[src/sv/wbm_pkg.sv]
// ----------------------------------------------------------------------------
// wbm_pkg
// Shared types and codes of the word break matcher: the item layouts of the
// input and result channels, the action and status codes, and the control
// group that the top level hands to each dictionary cell.
// ----------------------------------------------------------------------------
package wbm_pkg;

    localparam logic [1:0] ACT_CLEAR = 2'd0;
    localparam logic [1:0] ACT_DICT  = 2'd1;
    localparam logic [1:0] ACT_TEXT  = 2'd2;

    localparam logic [1:0] ST_OK       = 2'd0;
    localparam logic [1:0] ST_FULL     = 2'd1;
    localparam logic [1:0] ST_TOO_LONG = 2'd2;

    typedef struct packed {
        logic [1:0] action;
        logic [7:0] char_code;
        logic       end_mark;
    } in_item_t;

    typedef struct packed {
        logic       breakable;
        logic       last_of_text;
        logic [1:0] status;
    } out_item_t;

    typedef struct packed {
        logic load_char;
        logic load_len;
        logic active;
    } cell_ctl_t;

endpackage

[src/sv/wbm_stream_if.sv]
// ----------------------------------------------------------------------------
// wbm_stream_if
// Valid/ready channel that carries one item of the given payload type.
// ----------------------------------------------------------------------------
interface wbm_stream_if #(
    parameter type payload_t = logic
);
    logic     valid;
    logic     ready;
    payload_t payload;

    modport source (output valid, output payload, input ready);
    modport sink   (input valid, input payload, output ready);
endinterface

[src/sv/wbm_out_buf.sv]
// ----------------------------------------------------------------------------
// wbm_out_buf
// Two-entry result buffer that decouples the result channel from the input
// side, so a new item is taken while an earlier result waits.
// ----------------------------------------------------------------------------
module wbm_out_buf (
    input  logic                clk,
    input  logic                rst_n,
    input  logic                push,
    input  wbm_pkg::out_item_t  push_item,
    output logic                full,
    wbm_stream_if.source        results
);
    import wbm_pkg::*;

    logic [1:0] count_reg;
    logic [1:0] count_next;
    out_item_t  slot0_reg;
    out_item_t  slot1_reg;
    logic       pop;

    assign pop             = results.valid && results.ready;
    assign results.valid   = count_reg != 2'd0;
    assign results.payload = slot0_reg;
    assign full            = count_reg == 2'd2;

    always_comb
    begin
        count_next = count_reg;
        if (push && !pop)
        begin
            count_next = count_reg + 2'd1;
        end
        else if (pop && !push)
        begin
            count_next = count_reg - 2'd1;
        end
    end

    always_ff @(posedge clk or negedge rst_n)
    begin
        if (!rst_n)
        begin
            count_reg <= 2'd0;
        end
        else
        begin
            count_reg <= count_next;
        end
    end

    always_ff @(posedge clk)
    begin
        if (pop)
        begin
            if (push && count_reg == 2'd1)
            begin
                slot0_reg <= push_item;
            end
            else
            begin
                slot0_reg <= slot1_reg;
            end
            if (push && count_reg == 2'd2)
            begin
                slot1_reg <= push_item;
            end
        end
        else if (push)
        begin
            if (count_reg == 2'd0)
            begin
                slot0_reg <= push_item;
            end
            else
            begin
                slot1_reg <= push_item;
            end
        end
    end

endmodule

[src/flat_wrapper.sv]
// flat-port wrapper written by rule: the top's interface ports become plain ports
module wbm_out_buf_flat import wbm_pkg::*;
  (clk, rst_n, push, push_item, full, results_valid, results_payload, results_ready);
  wbm_stream_if results_i ();
  input  logic clk;
  input  logic rst_n;
  input  logic push;
  input  wbm_pkg::out_item_t push_item;
  output logic full;
  output wire logic [$bits(results_i.valid)-1:0] results_valid;
  output wire logic [$bits(results_i.payload)-1:0] results_payload;
  input wire logic [$bits(results_i.ready)-1:0] results_ready;
  assign results_valid = results_i.valid;
  assign results_payload = results_i.payload;
  assign results_i.ready = results_ready;
  wbm_out_buf u_core (.clk(clk), .rst_n(rst_n), .push(push), .push_item(push_item), .full(full), .results(results_i));
endmodule
[config.mk]
export PLATFORM = sky130hd
export DESIGN_NAME = wbm_out_buf_flat
export DESIGN_NICKNAME = d
export VERILOG_FILES = /design/src/sv/wbm_pkg.sv /design/src/sv/wbm_stream_if.sv /design/src/sv/wbm_out_buf.sv /design/src/flat_wrapper.sv
export SDC_FILE = /design/constraint.sdc
export NUM_CORES = 1
export LEC_CHECK = 0
export BUFFER_PORTS_ARGS = -buffer_cell sky130_fd_sc_hd__buf_2
export CELL_PAD_IN_SITES_DETAIL_PLACEMENT = 0
export CELL_PAD_IN_SITES_GLOBAL_PLACEMENT = 1
export CORE_AREA = 2 2 39 41
export CTS_CLUSTER_DIAMETER = 120
export DETAILED_ROUTE_END_ITERATION = 16
export DIE_AREA = 0 0 41 43
export HOLD_SLACK_MARGIN = 0.15
export PLACE_DENSITY_LB_ADDON = 0.1
export SYNTH_ARGS = -nofsm -noshare
export SYNTH_HDL_FRONTEND = slang
export SYNTH_SLANG_ARGS = --single-unit
[constraint.sdc]
create_clock -name clk -period 2.05 [get_ports clk]
set_clock_uncertainty 0.2 [all_clocks]
set_input_delay 0.205 -clock clk [delete_from_list [all_inputs] [get_ports clk]]
set_output_delay 0.205 -clock clk [all_outputs]
set_load 0.005 [all_outputs]
==> metrics.txt <==
status=complete, no violations; input/output buffers=7; max reg flops=2; Ys Warns=0; RR Endpoint=u_core.slot1_reg[0]; TNS Setup=0 ps; vias in the first global route=~230; Die Y=~43 um; Overflow after GRT=0; fillers=around 150; main combinational cell family by area after synthesis=adder cells; Compound-Gate Fraction of Synth Area=0.0446; IO Count=11; RSZ-0062 raised after global routing=no; Worst Setup SP=u_core.count_reg[0]; post-layout util=0.297; CP Class=register to register; Hold WS=298 ps; leak pwr=roughly 0.21 nW; sequential area share after synthesis=0.393; Startpoint Class=register; Synth Cell Area=~280 um^2; Area Overhead vs Synth=46.9%; fmax=roughly 560 MHz; combined area of the multi-input logic cells=between 150 and 200 um^2; Root Buffer=clkbuf_4; initial DRC count=2; Reg clk slew, reported paths=40 ps; Reg2Reg Depth=5; syn avg cell area=10.8 um^2; total setup buffers inserted after CTS=0; Place WS=roughly 220 ps; largest area contributor in the netlist=ha_1; Via Count=229; Slew Viols, Final=0; reg-to-reg slack, setup=250 ps; crit path DAT=about 1500 ps; Final nets=57; overall power=a little under 0.5 mW; Syn Inst Count=26; endpoints failing setup=0; final HPWL from detailed placement=roughly 430 um; clk buf depth=2; worst skew pair latency=~230 ps; FP Rows=14; Netlist cell types=12; period utilization=0.879; Critical Path Fanout Max=3; simple-gate share of the synthesized area=0.125; top post-synthesis cells by area=ha_1, edfxtp_1, dfrtp_1, nand2_1, inv_1; PwrDens=about 1200 nW/um^2; wire per inst=9.14 um; Resized Gates After CTS=0; # DRC=0; detailed-router iteration count before antenna repair=3; Initial Utilization=0.203; mux cell area share after synthesis=0.0536; setup ws final=between 200 and 250 ps; post-synthesis xor/xnor area fraction=0.0625; die area=1760 um^2; CTS H-tree lvls=1; Num Clock Sinks=4; die width=slightly above 40 um; largest net degree at the start of global routing=6; Placer Congestion=~0.64; CTS buffer count=3; share of cells above drive strength 1=0.286; final WL=530 um; post-synth top area share=0.268; Tmin final=approximately 1800 ps; Reg area=around 110 um^2; Hold Crit Class=register to register; Tot GR Track Use=0.0806; first-pass GRT wire length=a little under 900 um; Setup crit end=u_core.slot1_reg[0]; Net Count, Synth=40; core box area=between 1000 and 1500 um^2; synthesized flop and latch total=4; n_diodes=0; Setup crit end kind=register; worst slew pin tran=232 ps; worst path required time=1780 ps; CTS tree=yes; number of max-cap violations=0; VDD IR-drop max=around 0.46 mV; initial antenna violation count=0; vias per cell=around 4; Relative slew margins=0.845; post-route ant nets=0; endpoints failing hold=0; Post-Synth Adder-Cell Area=0.268; FF-to-FF Start=u_core.count_reg[0]
==> power by group <==
part | internal [mW] | leakage (nW) | switching (mW)
registers | 0.123 | 0.0429 | 0.0177
logic | 0.113 | 0.148 | 0.121
clock network | 0.0731 | 0.0150 | 0.0338
==> placed cells by master (no fill, tap or decap) <==
master,instances
buf_2,7
ha_1,6
nand2_1,5
dlygate4sd3_1,5
inv_1,4
clkbuf_4,3
dfrtp_1,2
edfxtp_1,2
nand2b_1,1
a211oi_1,1
nand3_2,1
mux2_4,1
xnor2_1,1
o21ai_0,1
xor2_1,1
clkbuf_1,1
==> final cells by class <==
| cell class | count | share of cell area |
|---|---|---|
| clock buffer | 4 | 0.0638 |
| timing repair buffer | 12 | 0.207 |
| sequential | 4 | 0.267 |
| multi-input combinational | 18 | 0.377 |
| tap | 16 | 0.0486 |
| inverter | 4 | 0.0365 |
==> cells by family after synthesis <==
| kind of cell | after synthesis |
|---|---|
| AND/OR/NAND/NOR | 7 |
| multiplexers | 1 |
| flip-flops | 4 |
| AO/OA/AOI/OAI | 2 |
| buffers and inverters | 4 |
| XOR/XNOR | 2 |
| adder cells (fa/ha/maj) | 6 |
==> synth_stat cells <==
cell,instances
ha_1,6
nand2_1,5
inv_1,4
dfrtp_1,2
edfxtp_1,2
a211oi_1,1
mux2_4,1
nand2b_1,1
nand3_2,1
o21ai_0,1
xnor2_1,1
xor2_1,1
==> worst min-delay path by stage <==
stage | from | to | cells after the start | slack [ps]
after floorplan | rst_n | u_core.count_reg[0] | 0 | -290
after global placement | rst_n | u_core.count_reg[0] | 1 | -210
after detailed placement | rst_n | u_core.count_reg[0] | 1 | -210
after CTS | u_core.count_reg[0] | u_core.count_reg[0] | 1 | 310
after global routing | u_core.count_reg[0] | u_core.count_reg[0] | 1 | 310
final | u_core.count_reg[0] | u_core.count_reg[0] | 1 | 300
==> per-layer routing <==
| layer | up-vias | GRT usage | part of all wire |
|---|---|---|---|
| met4 | 0 | 0.0200 | 0 |
| met2 | 7 | 0.122 | 0.53 |
| met1 | 106 | 0.0749 | 0.40 |
| li1 | 116 | - | - |
| met5 | - | 0 | 0 |
| met3 | 0 | 0.0785 | 0.066 |
==> critical path: stages (launching register included) <==
cell and delay [ps]:
dfrtp_1 370, inv_1 90, ha_1 210, nand2b_1 190
ha_1 190, a211oi_1 240
==> stage by stage <==
step | instance area, um^2 | cells
3_5_place_dp | 335 | 49
5_1_grt | 412 | 58
3_3_place_gp | 335 | 49
4_1_cts | 412 | 58
6_report | 412 | 58
2_1_floorplan | 280 | 26
==> what timing repair did <==
| item | 4_1_cts | 5_1_grt |
|---|---|---|
| hold endpoints to repair | 6 | 0 |
| setup endpoints to repair | 0 | 0 |
| hold buffers | 5 | 0 |
No activity file was read; power rests on OpenSTA's default activity.
