File: config.mk
export PLATFORM = sky130hd
export DESIGN_NAME = wbm_cell
export DESIGN_NICKNAME = d
export VERILOG_FILES = /design/src/sv/wbm_pkg.sv /design/src/sv/wbm_cell.sv
export SDC_FILE = /design/constraint.sdc
export NUM_CORES = 1
export LEC_CHECK = 0
export ABC_AREA = 1
export BUFFER_PORTS_ARGS = -buffer_cell sky130_fd_sc_hd__buf_2
export CAP_MARGIN = 25
export CORE_MARGIN = 4
export CORE_UTILIZATION = 65
export CTS_BUF_LIST = sky130_fd_sc_hd__clkbuf_4
export CTS_CLUSTER_SIZE = 20
export DETAILED_ROUTE_END_ITERATION = 6
export HOLD_SLACK_MARGIN = 0.12
export PLACE_DENSITY = 0.89
export SLEW_MARGIN = 20
export SYNTH_ARGS = -nofsm -noshare
export SYNTH_HDL_FRONTEND = slang
export SYNTH_SLANG_ARGS = --single-unit
File: constraint.sdc
create_clock -name clk -period 3.95 [get_ports clk]
set_input_delay 0.1975 -clock clk [delete_from_list [all_inputs] [get_ports clk]]
set_output_delay 0.1975 -clock clk [all_outputs]
set_load 0.01 [all_outputs]
File: src/sv/wbm_pkg.sv
// ----------------------------------------------------------------------------
// wbm_pkg
// Shared types and codes of the word break matcher: the item layouts of the
// input and result channels, the action and status codes, and the control
// group that the top level hands to each dictionary cell.
// ----------------------------------------------------------------------------
package wbm_pkg;

    localparam logic [1:0] ACT_CLEAR = 2'd0;
    localparam logic [1:0] ACT_DICT  = 2'd1;
    localparam logic [1:0] ACT_TEXT  = 2'd2;

    localparam logic [1:0] ST_OK       = 2'd0;
    localparam logic [1:0] ST_FULL     = 2'd1;
    localparam logic [1:0] ST_TOO_LONG = 2'd2;

    typedef struct packed {
        logic [1:0] action;
        logic [7:0] char_code;
        logic       end_mark;
    } in_item_t;

    typedef struct packed {
        logic       breakable;
        logic       last_of_text;
        logic [1:0] status;
    } out_item_t;

    typedef struct packed {
        logic load_char;
        logic load_len;
        logic active;
    } cell_ctl_t;

endpackage

File: src/sv/wbm_cell.sv
// ----------------------------------------------------------------------------
// wbm_cell
// One dictionary slot: holds the characters and length of one word, checks
// them against the newest text window and the reach history, and passes the
// running hit flag on to the next cell of the row.
// ----------------------------------------------------------------------------
module wbm_cell #(
    parameter int MAX_WORD_LEN = 8,
    parameter int LEN_W        = 4,
    parameter int IDX_W        = 3
) (
    input  logic                         clk,
    input  wbm_pkg::cell_ctl_t           ctl,
    input  logic [IDX_W-1:0]             wr_pos,
    input  logic [7:0]                   wr_char,
    input  logic [LEN_W-1:0]             wr_len,
    input  logic [MAX_WORD_LEN-1:0][7:0] new_win,
    input  logic [MAX_WORD_LEN:0]        hist,
    input  logic                         hit_in,
    output logic                         hit_out
);
    import wbm_pkg::*;

    logic [MAX_WORD_LEN-1:0][7:0] chars_reg;
    logic [LEN_W-1:0]             len_reg;
    logic                         chars_eq;
    logic                         reach;

    always_ff @(posedge clk)
    begin
        if (ctl.load_char)
        begin
            chars_reg[wr_pos] <= wr_char;
        end
        if (ctl.load_len)
        begin
            len_reg <= wr_len;
        end
    end

    always_comb
    begin
        logic [LEN_W-1:0] rel;
        chars_eq = 1'b1;
        for (int j = 0; j < MAX_WORD_LEN; j++)
        begin
            rel = len_reg - LEN_W'(1) - LEN_W'(j);
            if (LEN_W'(j) < len_reg)
            begin
                if (chars_reg[j] != new_win[rel[IDX_W-1:0]])
                begin
                    chars_eq = 1'b0;
                end
            end
        end
    end

    assign reach   = (len_reg != '0) && hist[len_reg - LEN_W'(1)];
    assign hit_out = hit_in || (ctl.active && reach && chars_eq);

endmodule

==> run metrics, run 1 <==
status=finished clean; RSZ-0062 raised after global routing=false; die area=11,520 um2; max_slew headroom=roughly two fifths; Crit path arrival time=3.42 ns; crit path buf inv count=3; fillers=approximately 790; Worst path slowest cell=edfxtp_1; Final min period=3.618 ns; hpwl dp=between 10,000 and 15,000 um; CP peak stage delay=0.41 ns; Final Max Slew Viols=0; Iteration-0 DRC Markers=946; Fin. Hold Viols=0; total nets after synthesis=1,156; Synth area leader=nand2_1; Layout area overhead=10.09%; type of origin of the critical path=flip-flop; CTS Buf Count=9; EDFF count, synth=68; dpl ws=roughly 0.6 ns; #FFs+latches synth=68; Hold WC Path Type=in -> reg; Post-Synthesis Cells=about 1,100; DRT Pass-1 Iters=6; most common cell in the netlist=nand2_1; leakage=0.003795 uW; worst-path fanout max=37; Largest register FFs=64; die height=107.3 um; Synth Area per Inst=6.056 um2; Synth area leaders=nand2_1, edfxtp_1, nand3_1, inv_1, nand3b_1; clock sinks=a little under 70; pin count of the biggest net entering global routing=between 80 and 90; Tot Pwr=between 2000 and 2500 uW; max-capacitance violation count=0; pwr dens=328.4 nW/um2; vias in the first global route=between 6,000 and 7,000; Commonest cells post-synth=nand2_1, nand3_1, inv_1; total core area=around 9400 um2; Setup-failing EPs final=0; sequential share of the synthesized area=a little under a third; Max H-tree Level=3; initial core utilization=around 70%; clk slew on worst S/H paths=0.13 ns; WP data required=between 3 and 4 ns; gp weighted congestion=0.9949; Nets=between 1,000 and 1,500; ys flop type=edfxtp_1; maximum clock rate=0.2764 GHz; total track usage=33.14%; Row Count=35; Worst Setup Slack, final=0.3321 ns; clk root buf=clkbuf_4; grt ovf=0; Die X=107.3 um; Ys Warns=0; crit end category=primary output; io pins=94; clock buffer depth=2; first-pass GRT wire length=30,080 um; vias per cell=5.711; cell with the most instances on the worst path=nand2_1; CP Class=reg -> out; FFs w/ async S/R, synth=0%; final worst-path cycle share=91.59%; drt wl/cell=15.10 um; CTS tree=yes; Yosys top cell area share=around 34%; delay-heaviest family, CP=simple AND/OR/NAND/NOR gates; Routed Antenna Nets=0; Unique masters post-synth=32; Slew @ Worst Pin=0.8940 ns; drt total wl=between 15,000 and 20,000 um; Port Buf Inserts=93; initial antenna violation count=0; Max IR drop VDD=around 0.00022 V; number of diodes=0; DRC Markers=0; Mapped Area=between 6000 and 7000 um2; share of cells above drive strength 1=between 10% and 20%; vias=~7,300; critical path cell sequence=inv_1, ha_1, inv_8, nand2_2, nand2_8, nand2_1, nand2_1, nand2_1, nand3_1, nand2_1, nor2_1, nand2_1, nor2_1, nand2_1, nor2_1, nand3_1, nand2_1, nand2_1, nand2_1, buf_2; total negative setup slack=0 ns
worst paths after layout:
| path | start | endpoint | slack, ns | cells past startpoint |
|---|---|---|---|---|
| hold / removal | wr_pos[2] | chars_reg[36]$_DFFE_PP_ | 0.33 | 3 |
| setup / recovery | len_reg[1]$_DFFE_PP_ | hit_out | 0.33 | 20 |
through the flow:
step	util [%]	cells	hold WS [ns]	area, um2
floorplan	-	1059	0.2964	6414
global placement	71.88	1245	0.3767	6768
detailed placement	71.88	1245	0.3762	6768
CTS	74.45	1274	0.3200	7009
global route	74.99	1275	0.3476	7061
finish	74.99	1275	0.3311	7061
power by group:
part | internal, uW | switching (uW)
Combinational | 349 | 733
Clock | 124 | 280
Sequential | 821 | 11.9
final cells by class:
class | count | area, um2 | share of cell area [%]
Timing Repair Buffer | 114 | 663.1 | 9.392
Sequential cell | 68 | 2042 | 28.92
Multi-Input combinational cell | 870 | 3782 | 53.57
Inverter | 78 | 300.3 | 4.253
Tap cell | 129 | 161.4 | 2.286
Clock buffer | 9 | 67.56 | 0.9569
Clock inverter | 7 | 43.79 | 0.6202
metal layers:
| layer | up-vias | GRT usage (%) | share of wire (%) |
|---|---|---|---|
| met4 | 0 | 14.16 | 3.9 |
| li1 | 3557 | - | - |
| met2 | 468 | 55.09 | 46 |
| met3 | 65 | 4.439 | 12 |
| met1 | 3192 | 43.38 | 38 |
| met5 | - | 0 | 0 |
cells in the final DEF (no fill, tap or decap), drive strengths merged:
cell / n
a21o: 1
a21oi: 2
buf: 101
clkbuf: 9
clkinv: 3
clkinvlp: 4
dlygate4sd3: 13
edfxtp: 68
ha: 4
inv: 78
nand2: 588
nand3: 174
nand3b: 22
nand4: 3
nor2: 43
nor3: 1
o211ai: 1
o21a: 1
o21ai: 20
o221ai: 1
o22ai: 4
or2: 1
xnor2: 3
xor2: 1
kinds of logic (layout without fill, tap and decap cells):
| family | count (synthesis) | after routing | synth area share (%) |
|---|---|---|---|
| AOI/OAI and AO/OA | 30 | 30 | 2.770 |
| adders and majority gates | 4 | 4 | 0.7804 |
| buffers and inverters | 122 | 208 | 9.832 |
| and+or+nand+nor | 831 | 832 | 54.23 |
| DFF | 68 | 68 | 31.84 |
| xor gates and xnor gates | 4 | 4 | 0.5463 |
timing repair:
action | 4_1_cts | 5_1_grt
buffers inserted | 0 | 0
hold buffers | 13 | 0
endpoints found under the setup margin | 0 | 1
resized for setup | 0 | 9
endpoints found under the hold margin | 69 | 0
Power figures use the tool's default switching activity.
==> run 2, diff against run 1 <==
- ABC_AREA: 1 -> default
- CORE_UTILIZATION: 65 -> 64
==> run 2 against run 1 <==
  * Routed wire length shrank 13%
  * First-iteration DRC count is 43% lower
  * Cell count fell by 52%
  * Count of clock-buffer cells in the layout did not move
  * Non-clock buffer count grew 26
  * Core utilization is 5.3 points higher
  * Worst setup slack got worse by 0.20 ns
  * Combinational power grew 5%
  * Power is 8.9% higher
  * Sequential cell count stayed put
  * Critical path type unchanged
  * Critical endpoint unchanged
==> run metrics, run 2 <==
initial core utilization=66.61% (-1.5 points); drt wl/cell=27.16 um (+80%); max-capacitance violation count=0 (unchanged); Max IR drop VDD=0.0003465 V (+56%); Nets=605 (-51%); Max H-tree Level=3 (unchanged); EDFF count, synth=68 (unchanged); Synth area leaders=edfxtp_1, mux4_2, mux2i_1, xnor2_1, xor2_1; Final min period=3.822 ns (+0.2044 ns); fillers=470 (-40%); Worst Setup Slack, final=0.1277 ns (-0.2044 ns); grt ovf=0 (unchanged); Worst Hold End=chars_reg[12]$_DFFE_PP_; total core area=8341 um2 (-11%); vias per cell=7.162 (+25%); DRT Pass-1 Iters=6 (unchanged); Port Buf Inserts=93 (unchanged); crit path buf inv count=3 (unchanged); initial antenna violation count=0 (unchanged); Clk pwr share=22.1% (+4.7 points); Slew @ Worst Pin=1.122 ns (+0.2279 ns); vias=4,426 (-39%); clock sinks=68 (unchanged); dpl ws=0.3963 ns (-0.2065 ns); Unique masters post-synth=32 (unchanged); FFs w/ async S/R, synth=0% (unchanged); first-pass GRT wire length=24,120 um (-20%); #FFs+latches synth=68 (unchanged); total nets after synthesis=478 (-59%); delay-heaviest family, CP=simple AND/OR/NAND/NOR gates; Layout area overhead=20.54%; NetSw=865.7 uW (-16%); CP peak stage delay=0.52 ns (+0.11 ns); Die X=101.2 um (-5.7%); total track usage=32.42% (-0.72 points); ys flop type=edfxtp_1; vias in the first global route=4,344 (-32%); Comb power frac=44.7% (-2.0 points); pwr dens=377.0 nW/um2 (+15%); leakage=0.002521 uW (-34%); crit end category=primary output; io pins=94 (unchanged); Worst path slowest cell=xnor3_4; worst-path fanout max=16 (-57%); Setup-failing EPs final=0 (unchanged); sequential share of the synthesized area=36.76% (+4.9 points); Switching Share=34.29% (-9.9 points); most frequent cells in the layout=buf_2, edfxtp_1, mux2i_1, mux4_2, xnor2_1; Fin. Hold Viols=0 (unchanged); Routed Antenna Nets=0 (unchanged); gp weighted congestion=0.9770 (-1.8%); Iteration-0 DRC Markers=543 (-43%); WP data required=3.75 ns (about the same); Final Instance Count excl. Fillers=618 (-52%); pin count of the biggest net entering global routing=31 (-64%); maximum clock rate=0.2616 GHz (-5.3%); hold path depth=2 (-1); drt total wl=16,790 um (-13%); Mapped Area=5555 um2 (-13%); number of diodes=0 (unchanged); die area=10,230 um2 (-11%); Reg power frac=33.3% (-2.6 points); placed cell count=564 (-55%); CP Class=reg -> out; CTS tree=yes; final worst-path cycle share=96.77% (+5.2 points); Ys Warns=0 (unchanged); Crit path arrival time=3.62 ns (+0.20 ns); Hold WC Path Type=in -> reg; most common cell after layout, fill and taps aside=buf_2; clk root buf=clkbuf_4; Hold Path Origin=wr_pos[1]; Synth area leader=edfxtp_1; Row Count=33 (-5.7%); Yosys top cell area share=36.76% (+3.1 points); Synth Area per Inst=14.58 um2 (+140%); Commonest cells post-synth=edfxtp_1, mux2i_1, xnor2_1; Internal=1659 uW (+28%); type of origin of the critical path=flip-flop; Worst Setup SP=len_reg[1]$_DFFE_PP_; hpwl dp=11,700 um (-19%); status=finished clean; Tot Pwr=2524 uW (+8.9%); clock buffer depth=2 (unchanged); clk slew on worst S/H paths=0.14 ns (about the same); CTS Buf Count=9 (unchanged); Post-Synthesis Cells=381 (-64%); critical path cell sequence=inv_2, ha_4, buf_4, xnor3_4, mux2i_1, xnor2_1, nor4_1, a41oi_1, nor4_2, a21oi_1, o21bai_1, buf_2; Final Max Slew Viols=0 (unchanged); max_slew headroom=24.93% (-15 points); die height=101.2 um (-5.7%); DRC Markers=0 (unchanged); share of cells above drive strength 1=43.08% (+31 points); Largest register FFs=64 (unchanged)
==> run 2: cell type report <==
class                   instances  area, um2  share of cell area, %
clock buffers                   9      67.56                  1.009
clock inverters                 7      105.1                  1.570
repair buffers                140      940.9                  14.05
well taps                     105      131.4                  1.962
inverters                       3      11.26                 0.1682
multi-input cells             286       3398                  50.75
flip-flops and latches         68       2042                  30.49
==> run 2: power by group through the flow <==
stage	clock network [uW]	logic, uW	registers (uW)
floorplan	0	748	848
global placement	0	943	854
detailed placement	0	970	855
CTS	560	1030	839
global route	584	1180	842
finish	557	1130	840
==> run 2: what timing repair did <==
item / in CTS / in global routing
resized for setup: 1 / 21
cloned: 2 / 1
buffers inserted: 5 / 18
hold buffers: 13 / 0
pin swaps: 1 / 13
setup endpoints to repair: 1 / 1
endpoints found under the hold margin: 72 / 0
==> run 2: cells by family (layout without fill, tap and decap cells) <==
logic type      count (synthesis)  count (layout)  synth area share [%]
simple gates                   55              55                 5.248
buf+inv                        27             159                 3.649
xor+xnor                       84              84                 13.74
compound gates                 11              11                 1.239
flops                          68              68                 36.76
fa+ha+maj                       4               4                0.9009
mux                           132             132                 38.47
==> run 2: how the worst max path moves through the flow <==
stage                     cells past startpoint       to
after floorplan                              15  hit_out
after global placement                       11  hit_out
after detailed placement                     11  hit_out
after CTS                                    12  hit_out
after global routing                         12  hit_out
final                                        12  hit_out
==> run 2: per-stage QoR <==
stage	hold slack, ns	utilization (%)	setup TNS (ns)	instance area [um2]
6_report	0.2174	80.29	0	6696
5_1_grt	0.2021	80.29	-0.05030	6696
4_1_cts	0.1929	77.66	0	6477
3_5_place_dp	0.3767	72.79	0	6071
3_3_place_gp	0.3784	72.73	0	6066
2_1_floorplan	0.2964	-	0	5555
==> run 2: metal layers <==
metal / global-route usage (%) / wire [um] / vias up
li1: - / - / 1795
met1: 41.51 / 5890 / 2195
met2: 52.26 / 8338 / 352
met3: 10.12 / 1861 / 84
met4: 12.27 / 695 / 0
met5: 0 / 0 / -
==> run 3, diff against run 2 <==
--- a/config.mk
+++ b/config.mk
@@ -16,2 +16,3 @@
 export PLACE_DENSITY = 0.89
+export REMOVE_ABC_BUFFERS = 1
 export SLEW_MARGIN = 20
==> constraint.sdc (replaced) <==
create_clock -name clk -period 3.95 [get_ports clk]
set_input_delay 0.79 -clock clk [delete_from_list [all_inputs] [get_ports clk]]
set_output_delay 0.79 -clock clk [all_outputs]
set_load 0.01 [all_outputs]
==> run 3 against run 2 <==
  * The run now ends with setup timing left
  * Sequential cell count unchanged
  * Final area shrank 1.2%
  * Power down 4.2%
  * Sequential power about the same
  * Worst setup slack got worse by 0.63 ns
  * Combinational power hardly changed
  * Largest power group unchanged
==> run metrics, run 3 (same netlist as run 2, synthesis figures left out) <==
status=finished, violations left; failing checks=setup timing; crit path buf inv count=4 (+1); RSZ-0062 raised after global routing=true; dpl ws=0.005884 ns (-0.3904 ns); Final Max Slew Viols=0 (unchanged); clk root buf=clkbuf_4; hold buffers post-CTS=0 (-13); WP data required=3.16 ns (-0.59 ns); CTS tree=yes; Max H-tree Level=3 (unchanged); vias=4,249 (-4.0%); worst-path fanout max=10 (-6); CP Class=reg -> out; DRT Pass-1 Iters=6 (unchanged); Row Count=33 (unchanged); Routed Antenna Nets=0 (unchanged); clock sinks=68 (unchanged); io pins=94 (unchanged); Hold WC Path Type=in -> reg; leakage=0.002483 uW (-1.5%); final worst-path cycle share=112.6% (+16 points); number of diodes=0 (unchanged); CP peak stage delay=0.51 ns (about the same); die height=101.2 um (unchanged); hpwl dp=11,270 um (-3.7%); most common cell after layout, fill and taps aside=buf_2; Port Buf Inserts=93 (unchanged); Layout area overhead=19.14%; gp weighted congestion=0.9386 (-3.9%); placed instance area=6233 um2 (+2.7%); Slew @ Worst Pin=1.026 ns (-0.09633 ns); delay-heaviest family, CP=multiplexers; Levels on crit path=13 (+1); Setup-failing EPs final=1 (+1); DRC Markers=0 (unchanged); CTS Buf Count=9 (unchanged); placed cell count=583 (+3.4%); most frequent cells in the layout=buf_2, edfxtp_1, mux4_2, mux2i_1, xnor2_1; drt total wl=15,730 um (-6.3%); pin count of the biggest net entering global routing=34 (+9.7%); Worst Setup Slack, final=-0.4976 ns (-0.6253 ns); total track usage=32.04% (-0.37 points); first-pass GRT wire length=24,050 um (-0.32%); Iteration-0 DRC Markers=433 (-20%); vias in the first global route=4,329 (-0.35%); clock buffer depth=2 (unchanged); grt ovf=0 (unchanged); Final min period=4.448 ns (+0.6253 ns); initial core utilization=66.61% (unchanged); fin area=6619 um2 (-1.2%); total core area=8341 um2 (unchanged); hold path depth=1 (-1); drt wl/cell=25.67 um (-5.5%); initial antenna violation count=0 (unchanged); Largest register FFs=64 (unchanged); pwr dens=365.3 nW/um2 (-3.1%); type of origin of the critical path=flip-flop; max_slew headroom=31.38% (+6.4 points); Final Instance Count excl. Fillers=613 (-0.81%); die area=10,230 um2 (unchanged); max-capacitance violation count=0 (unchanged); vias per cell=6.931 (-3.2%); Worst path slowest cell=mux4_2; share of cells above drive strength 1=46.85% (+3.8 points); clk slew on worst S/H paths=0.13 ns (about the same); Crit path arrival time=3.66 ns (+0.04 ns); crit end category=primary output; critical path cell sequence=inv_2, ha_4, buf_8, buf_12, mux4_2, mux2i_1, xor2_1, nand4_1, o22a_1, nor4_2, a21oi_1, o21bai_1, buf_2; Die X=101.2 um (unchanged); Nets=600 (-0.83%); Fin. Hold Viols=0 (unchanged); Max IR drop VDD=0.0002368 V (-32%); maximum clock rate=0.2248 GHz (-14%)
## run 3: changes by cell type in the layout (fill, tap and decap cells not counted), moves of 3 or more
cell and change:
buf_4 +6, mux2i_2 +3, dlygate4sd3_1 -13, buf_12 +3
## run 3: report_power, final
group | internal [uW] | leakage, uW | total [uW] | switching [uW]
combinational | 593 | 0.00180 | 1160 | 566
sequential | 821 | 0.000621 | 837 | 16.0
clock | 136 | 0.0000673 | 423 | 286
## run 3: final timing paths
path	slack (ns)	to	startpoint
max	-0.50	hit_out	len_reg[0]$_DFFE_PP_
min	0.53	len_reg[2]$_DFFE_PP_	wr_len[2]
## run 3: layout make-up
type                       count  area [um2]
clock inverter                 7       56.30
multi-input combinational    286        3408
fill                         494        1722
tap                          105       131.4
timing repair buffer         135       902.1
clock buffer                   9       67.56
sequential                    68        2042
inverter                       3       11.26
## run 3: repair_timing
item / 4_1_cts / 5_1_grt
gates cloned: 2 / 0
pin swaps: 16 / 7
endpoints found under the setup margin: 1 / 1
resized for setup: 20 / 10
buffers inserted: 10 / 1
## run 3: layer usage
metal  track usage (%)  wire, um
met5                 0         0
met4             11.86       616
met3             7.576      1655
met2             52.72      7863
met1             41.92      5599
## run 3: stage by stage
stage	TNS, ns	utilization [%]	total power, uW	hold slack, ns
floorplan	-4.009	-	1572	0.8889
global placement	0	74.74	1853	0.9705
detailed placement	0	74.74	1886	0.9681
CTS	-0.2825	78.46	2370	0.5269
global route	-0.5423	79.36	2511	0.5148
finish	-0.4976	79.36	2418	0.5261
